**src/hw/rtl/dssd_pkg.sv**
```systemverilog
// Shared types, constants and the segment decoder of the scan display.
package dssd_pkg;

  localparam int DIGIT_COUNT_DEF = 8;
  localparam int VALUE_W         = 31;
  localparam int POS_OUT_W       = 3;
  localparam int SEG_W           = 8;
  localparam int BIN_STEPS       = VALUE_W;
  localparam int STEP_W          = $clog2(BIN_STEPS);

  localparam logic OP_LOAD = 1'b0;
  localparam logic OP_TICK = 1'b1;

  localparam logic [SEG_W-1:0] SEG_BLANK = 8'h00;
  localparam logic [SEG_W-1:0] SEG_BAD   = 8'h76;

  typedef struct packed {
    logic load;
    logic step;
    logic commit;
    logic tick;
  } cmd_t;

  typedef struct packed {
    logic conv_done;
  } status_t;

  function automatic logic [SEG_W-1:0] seg_of(input logic [3:0] d);
    logic [SEG_W-1:0] s;
    unique case (d)
      4'd0:    s = 8'h3f;
      4'd1:    s = 8'h06;
      4'd2:    s = 8'h5b;
      4'd3:    s = 8'h4f;
      4'd4:    s = 8'h66;
      4'd5:    s = 8'h6d;
      4'd6:    s = 8'h7d;
      4'd7:    s = 8'h07;
      4'd8:    s = 8'h7f;
      4'd9:    s = 8'h67;
      default: s = SEG_BAD;
    endcase
    return s;
  endfunction

endpackage

```
**src/hw/rtl/dssd_ifs.sv**
```systemverilog
// Valid/ready channel interfaces for the input items and the scan results.
interface dssd_in_if
  import dssd_pkg::*;
();
  logic               valid;
  logic               ready;
  logic               op;
  logic [VALUE_W-1:0] value;

  modport source (output valid, output op, output value, input ready);
  modport sink   (input valid, input op, input value, output ready);
endinterface

interface dssd_out_if
  import dssd_pkg::*;
();
  logic                 valid;
  logic                 ready;
  logic [POS_OUT_W-1:0] digit_position;
  logic [SEG_W-1:0]     segment_pattern;

  modport source (output valid, output digit_position, output segment_pattern, input ready);
  modport sink   (input valid, input digit_position, input segment_pattern, output ready);
endinterface

```
**src/hw/rtl/dssd_ctrl.sv**
```systemverilog
// Controller: handshakes, load sequencing and result valid.
module dssd_ctrl
  import dssd_pkg::*;
(
  input  logic    clk,
  input  logic    rst_n,
  input  logic    in_valid,
  input  logic    in_op,
  output logic    in_ready,
  output logic    out_valid,
  input  logic    out_ready,
  input  status_t sts,
  output cmd_t    cmd
);

  typedef enum logic [2:0] {
    S_IDLE   = 3'b001,
    S_CONV   = 3'b010,
    S_COMMIT = 3'b100
  } state_t;

  state_t state_r, state_nxt;
  logic   out_valid_r, out_valid_nxt;
  logic   accept;

  assign in_ready  = (state_r == S_IDLE) && (!out_valid_r || out_ready);
  assign accept    = in_valid && in_ready;
  assign out_valid = out_valid_r;

  always_comb begin
    cmd.load   = accept && (in_op == OP_LOAD);
    cmd.tick   = accept && (in_op == OP_TICK);
    cmd.step   = (state_r == S_CONV);
    cmd.commit = (state_r == S_COMMIT);
  end

  always_comb begin
    state_nxt = state_r;
    unique case (state_r)
      S_IDLE:   if (cmd.load) state_nxt = S_CONV;
      S_CONV:   if (sts.conv_done) state_nxt = S_COMMIT;
      S_COMMIT: state_nxt = S_IDLE;
      default:  state_nxt = S_IDLE;
    endcase
  end

  always_comb begin
    out_valid_nxt = out_valid_r;
    if (out_ready) out_valid_nxt = 1'b0;
    if (cmd.tick) out_valid_nxt = 1'b1;
  end

  always_ff @(posedge clk) begin
    if (!rst_n) begin
      state_r     <= S_IDLE;
      out_valid_r <= 1'b0;
    end else begin
      state_r     <= state_nxt;
      out_valid_r <= out_valid_nxt;
    end
  end

endmodule

```
**src/hw/rtl/dssd_dp.sv**
```systemverilog
// Datapath: shift-add-3 BCD converter, pattern store, scan counter, result register.
module dssd_dp
  import dssd_pkg::*;
#(
  parameter int DIGIT_COUNT = DIGIT_COUNT_DEF
) (
  input  logic                 clk,
  input  logic                 rst_n,
  input  cmd_t                 cmd,
  output status_t              sts,
  input  logic [VALUE_W-1:0]   in_value,
  output logic [POS_OUT_W-1:0] out_pos,
  output logic [SEG_W-1:0]     out_seg
);

  localparam int PW    = (DIGIT_COUNT > 1) ? $clog2(DIGIT_COUNT) : 1;
  localparam int BCD_W = 4 * DIGIT_COUNT;

  logic [VALUE_W-1:0]   bin_r, bin_nxt;
  logic [BCD_W-1:0]     bcd_r, bcd_nxt, bcd_adj;
  logic [STEP_W-1:0]    cnt_r, cnt_nxt;
  logic [SEG_W-1:0]     pat_r   [DIGIT_COUNT];
  logic [SEG_W-1:0]     pat_nxt [DIGIT_COUNT];
  logic [PW-1:0]        scan_r, scan_nxt;
  logic [PW+2:0]        scan_ext;
  logic [POS_OUT_W-1:0] pos_r, pos_nxt;
  logic [SEG_W-1:0]     seg_r, seg_nxt;

  assign sts.conv_done = (cnt_r == STEP_W'(BIN_STEPS - 1));

  always_comb begin
    for (int j = 0; j < DIGIT_COUNT; j++) begin
      bcd_adj[4*j +: 4] = (bcd_r[4*j +: 4] >= 4'd5) ? bcd_r[4*j +: 4] + 4'd3
                                                     : bcd_r[4*j +: 4];
    end
  end

  always_comb begin
    bin_nxt = bin_r;
    bcd_nxt = bcd_r;
    cnt_nxt = cnt_r;
    if (cmd.load) begin
      bin_nxt = in_value;
      bcd_nxt = '0;
      cnt_nxt = '0;
    end else if (cmd.step) begin
      bin_nxt = {bin_r[VALUE_W-2:0], 1'b0};
      bcd_nxt = {bcd_adj[BCD_W-2:0], bin_r[VALUE_W-1]};
      cnt_nxt = cnt_r + STEP_W'(1);
    end
  end

  // Position 0 is the most significant digit.
  always_comb begin
    for (int k = 0; k < DIGIT_COUNT; k++) begin
      pat_nxt[k] = cmd.commit ? seg_of(bcd_r[4*(DIGIT_COUNT-1-k) +: 4]) : pat_r[k];
    end
  end

  assign scan_ext = {3'b000, scan_r};

  always_comb begin
    scan_nxt = scan_r;
    pos_nxt  = pos_r;
    seg_nxt  = seg_r;
    if (cmd.tick) begin
      pos_nxt  = scan_ext[POS_OUT_W-1:0];
      seg_nxt  = pat_r[scan_r];
      scan_nxt = (scan_r == PW'(DIGIT_COUNT - 1)) ? '0 : scan_r + PW'(1);
    end
  end

  always_ff @(posedge clk) begin
    if (!rst_n) begin
      scan_r <= '0;
      for (int k = 0; k < DIGIT_COUNT; k++) pat_r[k] <= SEG_BLANK;
    end else begin
      scan_r <= scan_nxt;
      for (int k = 0; k < DIGIT_COUNT; k++) pat_r[k] <= pat_nxt[k];
    end
  end

  always_ff @(posedge clk) begin
    bin_r <= bin_nxt;
    bcd_r <= bcd_nxt;
    cnt_r <= cnt_nxt;
    pos_r <= pos_nxt;
    seg_r <= seg_nxt;
  end

  assign out_pos = pos_r;
  assign out_seg = seg_r;

endmodule

```
**src/hw/rtl/decimal_seven_segment_scan_display.sv**
```systemverilog
// Multiplexed seven-segment decimal display: a load transaction converts a
// 31-bit binary value to its DIGIT_COUNT lowest decimal digits (higher digits
// wrap away) and stores one segment pattern per digit, leftmost digit at
// position 0; no new item is accepted until the load is through (the accept,
// 31 shift-add-3 steps of the BCD converter, then one pattern write), and it
// returns no result. On a tick transaction, the pattern and position of the
// current scan slot appear in the output register on the next cycle, and the
// scan position advances modulo DIGIT_COUNT. Ticks may be accepted back to
// back as long as the output register is drained. All digits read blank
// until the first load.
module decimal_seven_segment_scan_display
  import dssd_pkg::*;
#(
  parameter int DIGIT_COUNT = DIGIT_COUNT_DEF
) (
  input logic       clk,
  input logic       rst_n,
  dssd_in_if.sink   in_ch,
  dssd_out_if.source out_ch
);

  cmd_t    cmd;
  status_t sts;

  dssd_ctrl u_ctrl (
    .clk       (clk),
    .rst_n     (rst_n),
    .in_valid  (in_ch.valid),
    .in_op     (in_ch.op),
    .in_ready  (in_ch.ready),
    .out_valid (out_ch.valid),
    .out_ready (out_ch.ready),
    .sts       (sts),
    .cmd       (cmd)
  );

  dssd_dp #(
    .DIGIT_COUNT (DIGIT_COUNT)
  ) u_dp (
    .clk      (clk),
    .rst_n    (rst_n),
    .cmd      (cmd),
    .sts      (sts),
    .in_value (in_ch.value),
    .out_pos  (out_ch.digit_position),
    .out_seg  (out_ch.segment_pattern)
  );

`ifndef SYNTH
  a_tick_gives_result: assert property (@(posedge clk) disable iff (!rst_n)
    cmd.tick |=> out_ch.valid)
    else $error("tick transaction produced no result");

  a_conv_to_commit: assert property (@(posedge clk) disable iff (!rst_n)
    (cmd.step && sts.conv_done) |=> cmd.commit)
    else $error("conversion end not followed by pattern write");

  a_commit_once: assert property (@(posedge clk) disable iff (!rst_n)
    cmd.commit |=> (!cmd.commit && !cmd.step))
    else $error("pattern write not followed by idle");

  a_no_accept_busy: assert property (@(posedge clk) disable iff (!rst_n)
    (cmd.step || cmd.commit) |-> !in_ch.ready)
    else $error("input ready during load conversion");
`endif

endmodule

```
**src/flat_wrapper.sv**
```systemverilog
// flat-port wrapper written by rule: the top's interface ports become plain ports
module decimal_seven_segment_scan_display_flat import dssd_pkg::*;
#(
  parameter int DIGIT_COUNT = DIGIT_COUNT_DEF
)
  (clk, rst_n, in_ch_valid, in_ch_op, in_ch_value, in_ch_ready, out_ch_valid, out_ch_digit_position, out_ch_segment_pattern, out_ch_ready);
  dssd_in_if in_ch_i ();
  dssd_out_if out_ch_i ();
  input logic clk;
  input logic rst_n;
  input wire logic [$bits(in_ch_i.valid)-1:0] in_ch_valid;
  input wire logic [$bits(in_ch_i.op)-1:0] in_ch_op;
  input wire logic [$bits(in_ch_i.value)-1:0] in_ch_value;
  output wire logic [$bits(in_ch_i.ready)-1:0] in_ch_ready;
  output wire logic [$bits(out_ch_i.valid)-1:0] out_ch_valid;
  output wire logic [$bits(out_ch_i.digit_position)-1:0] out_ch_digit_position;
  output wire logic [$bits(out_ch_i.segment_pattern)-1:0] out_ch_segment_pattern;
  input wire logic [$bits(out_ch_i.ready)-1:0] out_ch_ready;
  assign in_ch_i.valid = in_ch_valid;
  assign in_ch_i.op = in_ch_op;
  assign in_ch_i.value = in_ch_value;
  assign in_ch_ready = in_ch_i.ready;
  assign out_ch_valid = out_ch_i.valid;
  assign out_ch_digit_position = out_ch_i.digit_position;
  assign out_ch_segment_pattern = out_ch_i.segment_pattern;
  assign out_ch_i.ready = out_ch_ready;
  decimal_seven_segment_scan_display #(.DIGIT_COUNT(DIGIT_COUNT)) u_core (.clk(clk), .rst_n(rst_n), .in_ch(in_ch_i), .out_ch(out_ch_i));
endmodule
```
**config.mk**
```make
export PLATFORM = sky130hd
export DESIGN_NAME = decimal_seven_segment_scan_display_flat
export DESIGN_NICKNAME = d
export VERILOG_FILES = /design/src/hw/rtl/dssd_pkg.sv /design/src/hw/rtl/dssd_ifs.sv /design/src/hw/rtl/dssd_ctrl.sv /design/src/hw/rtl/dssd_dp.sv /design/src/hw/rtl/decimal_seven_segment_scan_display.sv /design/src/flat_wrapper.sv
export SDC_FILE = /design/constraint.sdc
export NUM_CORES = 1
export LEC_CHECK = 0
export BUFFER_PORTS_ARGS = -buffer_cell sky130_fd_sc_hd__clkbuf_2
export CORE_MARGIN = 2
export CORE_UTILIZATION = 65
export CTS_CLUSTER_DIAMETER = 50
export DETAILED_ROUTE_END_ITERATION = 10
export GPL_TIMING_DRIVEN = 0
export PLACE_DENSITY = 0.84
export SLEW_MARGIN = 15
export SYNTH_ARGS = -nofsm -noshare
export SYNTH_HDL_FRONTEND = slang
export SYNTH_HIERARCHICAL = 1
export SYNTH_SLANG_ARGS = --single-unit
```
**constraint.sdc**
```tcl
create_clock -name clk -period 7.2 [get_ports clk]
set_clock_uncertainty 0.2 [all_clocks]
set_input_delay 0.36 -clock clk [delete_from_list [all_inputs] [get_ports clk]]
set_output_delay 0.36 -clock clk [all_outputs]
set_load 0.02 [all_outputs]
```
==> impl_metrics.ini <==
[synthesis]
synth_enable_flop_cells = 97
synth_fa_ha_area_frac = 0.0791
netlist.top_cell.by_area = sky130_fd_sc_hd__edfxtp_1
synth_xor_xnor_area_share = 0.00461
synth_mux_area_frac = 0.105
syn_nets = 894
yosys_register_bits = 197
ys_warn_count = 6
synthArstFlopShare = 0
ys_dominant_reg_cell = sky130_fd_sc_hd__dfxtp_1
synth_top_area_frac = 0.307
synthTopCellsByArea = sky130_fd_sc_hd__edfxtp_1, sky130_fd_sc_hd__dfxtp_1, sky130_fd_sc_hd__ha_1
synth_compound_area_frac = 0.112
synth_top_family_by_area = simple AND/OR/NAND/NOR gates
syn_area_um2 = 9490
synthDistinctLibCells = 76
postSynthAreaPerCell_um2 = 11.9
ys_seq_area_frac = 0.518
synthSimpleGateAreaFrac = 0.136
synth_instances = 798

[min_path]
worst_min_delay_path_endpoint = u_core/u_ctrl/state_r[0]$_SDFFE_PN1P_
worst_hold_path.num_cells = 2
worst_hold_startpoint = rst_n
hold_path_class = in -> reg

[global_routing]
global_route.peak_usage_layer = met2
gr-usage-met1 = 0.341
antenna_found_initial = 0
grtUsageMet2 = 0.468
grt_remaining_overflow = 0
first_global_vias = 6672
grt_max_degree = 33
grt_use_met3 = 0.0597
grt_pass1_wl_um = 33700
gr-usage-all-layers = 0.273

[drt]
num_vias = 6726
post_drt_wl_per_cell_um = 19.5
viasPerCell = 6.33
drtPass1Iterations = 5
drtAntennaViolNets = 0
route.detailed.drc = 0
drt_wl_total_um = 20700
drtIter0Drc = 690

[timing]
fmax_mhz = 232
tns_ns = 0
hold_viol = 0
rsz_0062_raised_after_global_routing = false
timing_worst_slew_pin_value_ns = 1.14
final.period_utilization = 0.599
relSlewSlack = 0.238
timing.final.max_slew_violations = 0
period_needed_ns = 4.31
final_setup_violation_count = 0

[placed_design]
dp_hpwl_um = 15200
gp_congestion = 0.925
port-buffer-count = 47
placed_cells_incl_taps = 1030

[setup_path]
crit_path_start_kind = flip-flop
worstPathArrival_ns = 4.42
reg2reg_depth = 10
timing.critical_path.buf_inv = 5
critical_path.reg2reg.startpoint = u_core/u_ctrl/state_r[0]$_SDFFE_PN1P_
slowest_stage = sky130_fd_sc_hd__buf_1
cp_slowest_stage_delay_ns = 0.56
critPathRequiredTime_ns = 7.30
cp_cell_sequence = or3b_4 > nor4b_4 > buf_2 > buf_2 > buf_2 > buf_1 > nor2_1 > inv_1 > ha_1 > or3_1
timing.critical_path.to_type = flip-flop
r2r_end = u_core/u_dp/pat_nxt[9]$_SDFF_PP1_
cp_top_family = buffers and inverters
setup.worst_path.class = reg -> reg
timing.critical_path.mode_cell = sky130_fd_sc_hd__buf_2
cp_max_fo = 10
r2r_slack_ns = 2.89

[floorplanning]
die_h_um = 125
dieWidth_um = 125
core_area_um2 = 14400
design.die.area_um2 = 15600
num_rows = 44
floorplan.initialDensity = 0.658
pin_count = 49

[power]
power_density_nw_per_um2 = 225
vdd_drop_max_mv = 0.174
power.static_leakage_uw = 0.00426

[clock_tree]
clock_tree.root_cell = sky130_fd_sc_hd__clkbuf_16
h_tree_levels = 4
clkSinkCount = 197
postCtsSetupBuffers = 0
cts_tree = yes
clk_pin_slew_worst_paths_ns = 0.07
ctsResizeCount = 0
clkLatencyLatePin_ns = 0.43
cts_hold_buffers_added = 0
ctsLongestPathBuffers = 2
tritoncts.num_buffers = 17

[run_status]
outcome = completed

[final_layout]
antenna_cells = 0
areaGrowthSynthToFinish_pct = 11.4
fin_nets = 961
most-common-layout-cells = sky130_fd_sc_hd__dfxtp_1, sky130_fd_sc_hd__edfxtp_1, sky130_fd_sc_hd__ha_1
post_route_cells_drive_above_1_share = 0.211
most_common_cell_after_layout_fill_and_taps_aside = sky130_fd_sc_hd__dfxtp_1
non_filler_instance_count_after_layout = 1062
layout.core_utilization = 0.733

[flow_run]
max_cap_viol_count = 0
## kinds of logic after synthesis
family / count (synthesis)
simple gates: 227
flops: 197
compound gates: 134
mux: 76
other cells: 1
fa+ha+maj: 60
xor+xnor: 5
buf+inv: 98
## worst max-delay path by stage
| stage | startpoint | cells after the start | endpoint |
|---|---|---|---|
| global placement | u_core/u_ctrl/state_r[0]$_SDFFE_PN1P_ | 10 | u_core/u_dp/pat_nxt[9]$_SDFF_PP1_ |
| finish | u_core/u_ctrl/state_r[0]$_SDFFE_PN1P_ | 10 | u_core/u_dp/pat_nxt[9]$_SDFF_PP1_ |
| CTS | u_core/u_ctrl/state_r[0]$_SDFFE_PN1P_ | 10 | u_core/u_dp/pat_nxt[9]$_SDFF_PP1_ |
| global route | u_core/u_ctrl/state_r[0]$_SDFFE_PN1P_ | 10 | u_core/u_dp/pat_nxt[9]$_SDFF_PP1_ |
| detailed placement | u_core/u_ctrl/state_r[0]$_SDFFE_PN1P_ | 10 | u_core/u_dp/pat_nxt[9]$_SDFF_PP1_ |
| floorplan | u_core/u_ctrl/state_r[0]$_SDFFE_PN1P_ | 12 | u_core/u_dp/pat_nxt[51]$_DFF_P_ |
## per-layer routing
| layer | part of all wire | vias up | wire [um] |
|---|---|---|---|
| met5 | 0 | - | 0 |
| met4 | 0.031 | 0 | 631 |
| met3 | 0.064 | 57 | 1310 |
| met2 | 0.50 | 309 | 10300 |
| met1 | 0.41 | 3270 | 8400 |
| li1 | - | 3090 | - |
## per-stage QoR
| step | cell area [um2] | hold WS (ns) | setup WS, ns | total power, uW |
|---|---|---|---|---|
| finish | 10600 | 0.0165 | 2.89 | 2370 |
| global route | 10600 | 0.0246 | 2.69 | 2450 |
| CTS | 10600 | 0.00698 | 2.94 | 2380 |
| detailed placement | 9980 | 0.272 | 2.94 | 1460 |
| global placement | 9960 | 0.247 | 3.08 | 1440 |
| floorplan | 9490 | 0.235 | 4.01 | 1390 |
## Yosys cell counts, drive strengths merged (3+ instances only)
cell type,number
nand2,35
mux2,44
or3b,9
inv,56
and3,51
and2,18
o21ai,28
nor4bb,4
clkbuf,15
a22oi,4
or2,3
mux4,14
a2111oi,5
nand4,6
or4,4
nor2,37
a21oi,7
ha,60
buf,25
a211o,8
a2111o,6
a221oi,5
nor2b,7
o22ai,4
nand2b,10
a21o,11
nor3b,6
o311ai,3
dfxtp,100
xor2,3
o211ai,4
o21a,3
a31oi,7
or3,7
a211oi,4
mux2i,18
nor3,8
a22o,6
a311oi,16
nand3,18
edfxtp,97
## report_power, final
| group | switching, uW | internal (uW) |
|---|---|---|
| sequential | 21.1 | 1230 |
| combinational | 104 | 80.6 |
| clock | 421 | 517 |
| total | 547 | 1830 |
## area by class of cell
| cell class | count | area, um2 |
|---|---|---|
| Fill cell | 929 | 3860 |
| Buffer | 40 | 205 |
| Multi-Input combinational cell | 503 | 4160 |
| Tap cell | 184 | 230 |
| Inverter | 58 | 218 |
| Timing Repair Buffer | 48 | 255 |
| Clock inverter | 11 | 115 |
| Sequential cell | 197 | 4910 |
| Clock buffer | 21 | 472 |
## sequential cells by signal (all words and copies together) (netlist names)
signal,flops
u_core/u_dp/out_pos,3
u_core/u_dp/pat_nxt,56
u_core/u_dp/scan_r,3
u_core/u_dp/cnt_r,5
u_core/u_ctrl/state_r,3
u_core/u_dp/bcd_r,32
u_core/u_dp/out_seg,7
u_core/u_ctrl/out_valid,1
u_core/u_dp/bin_r,31
u_core/u_dp/pat_r,56
No activity file was read; power rests on OpenSTA's default activity.
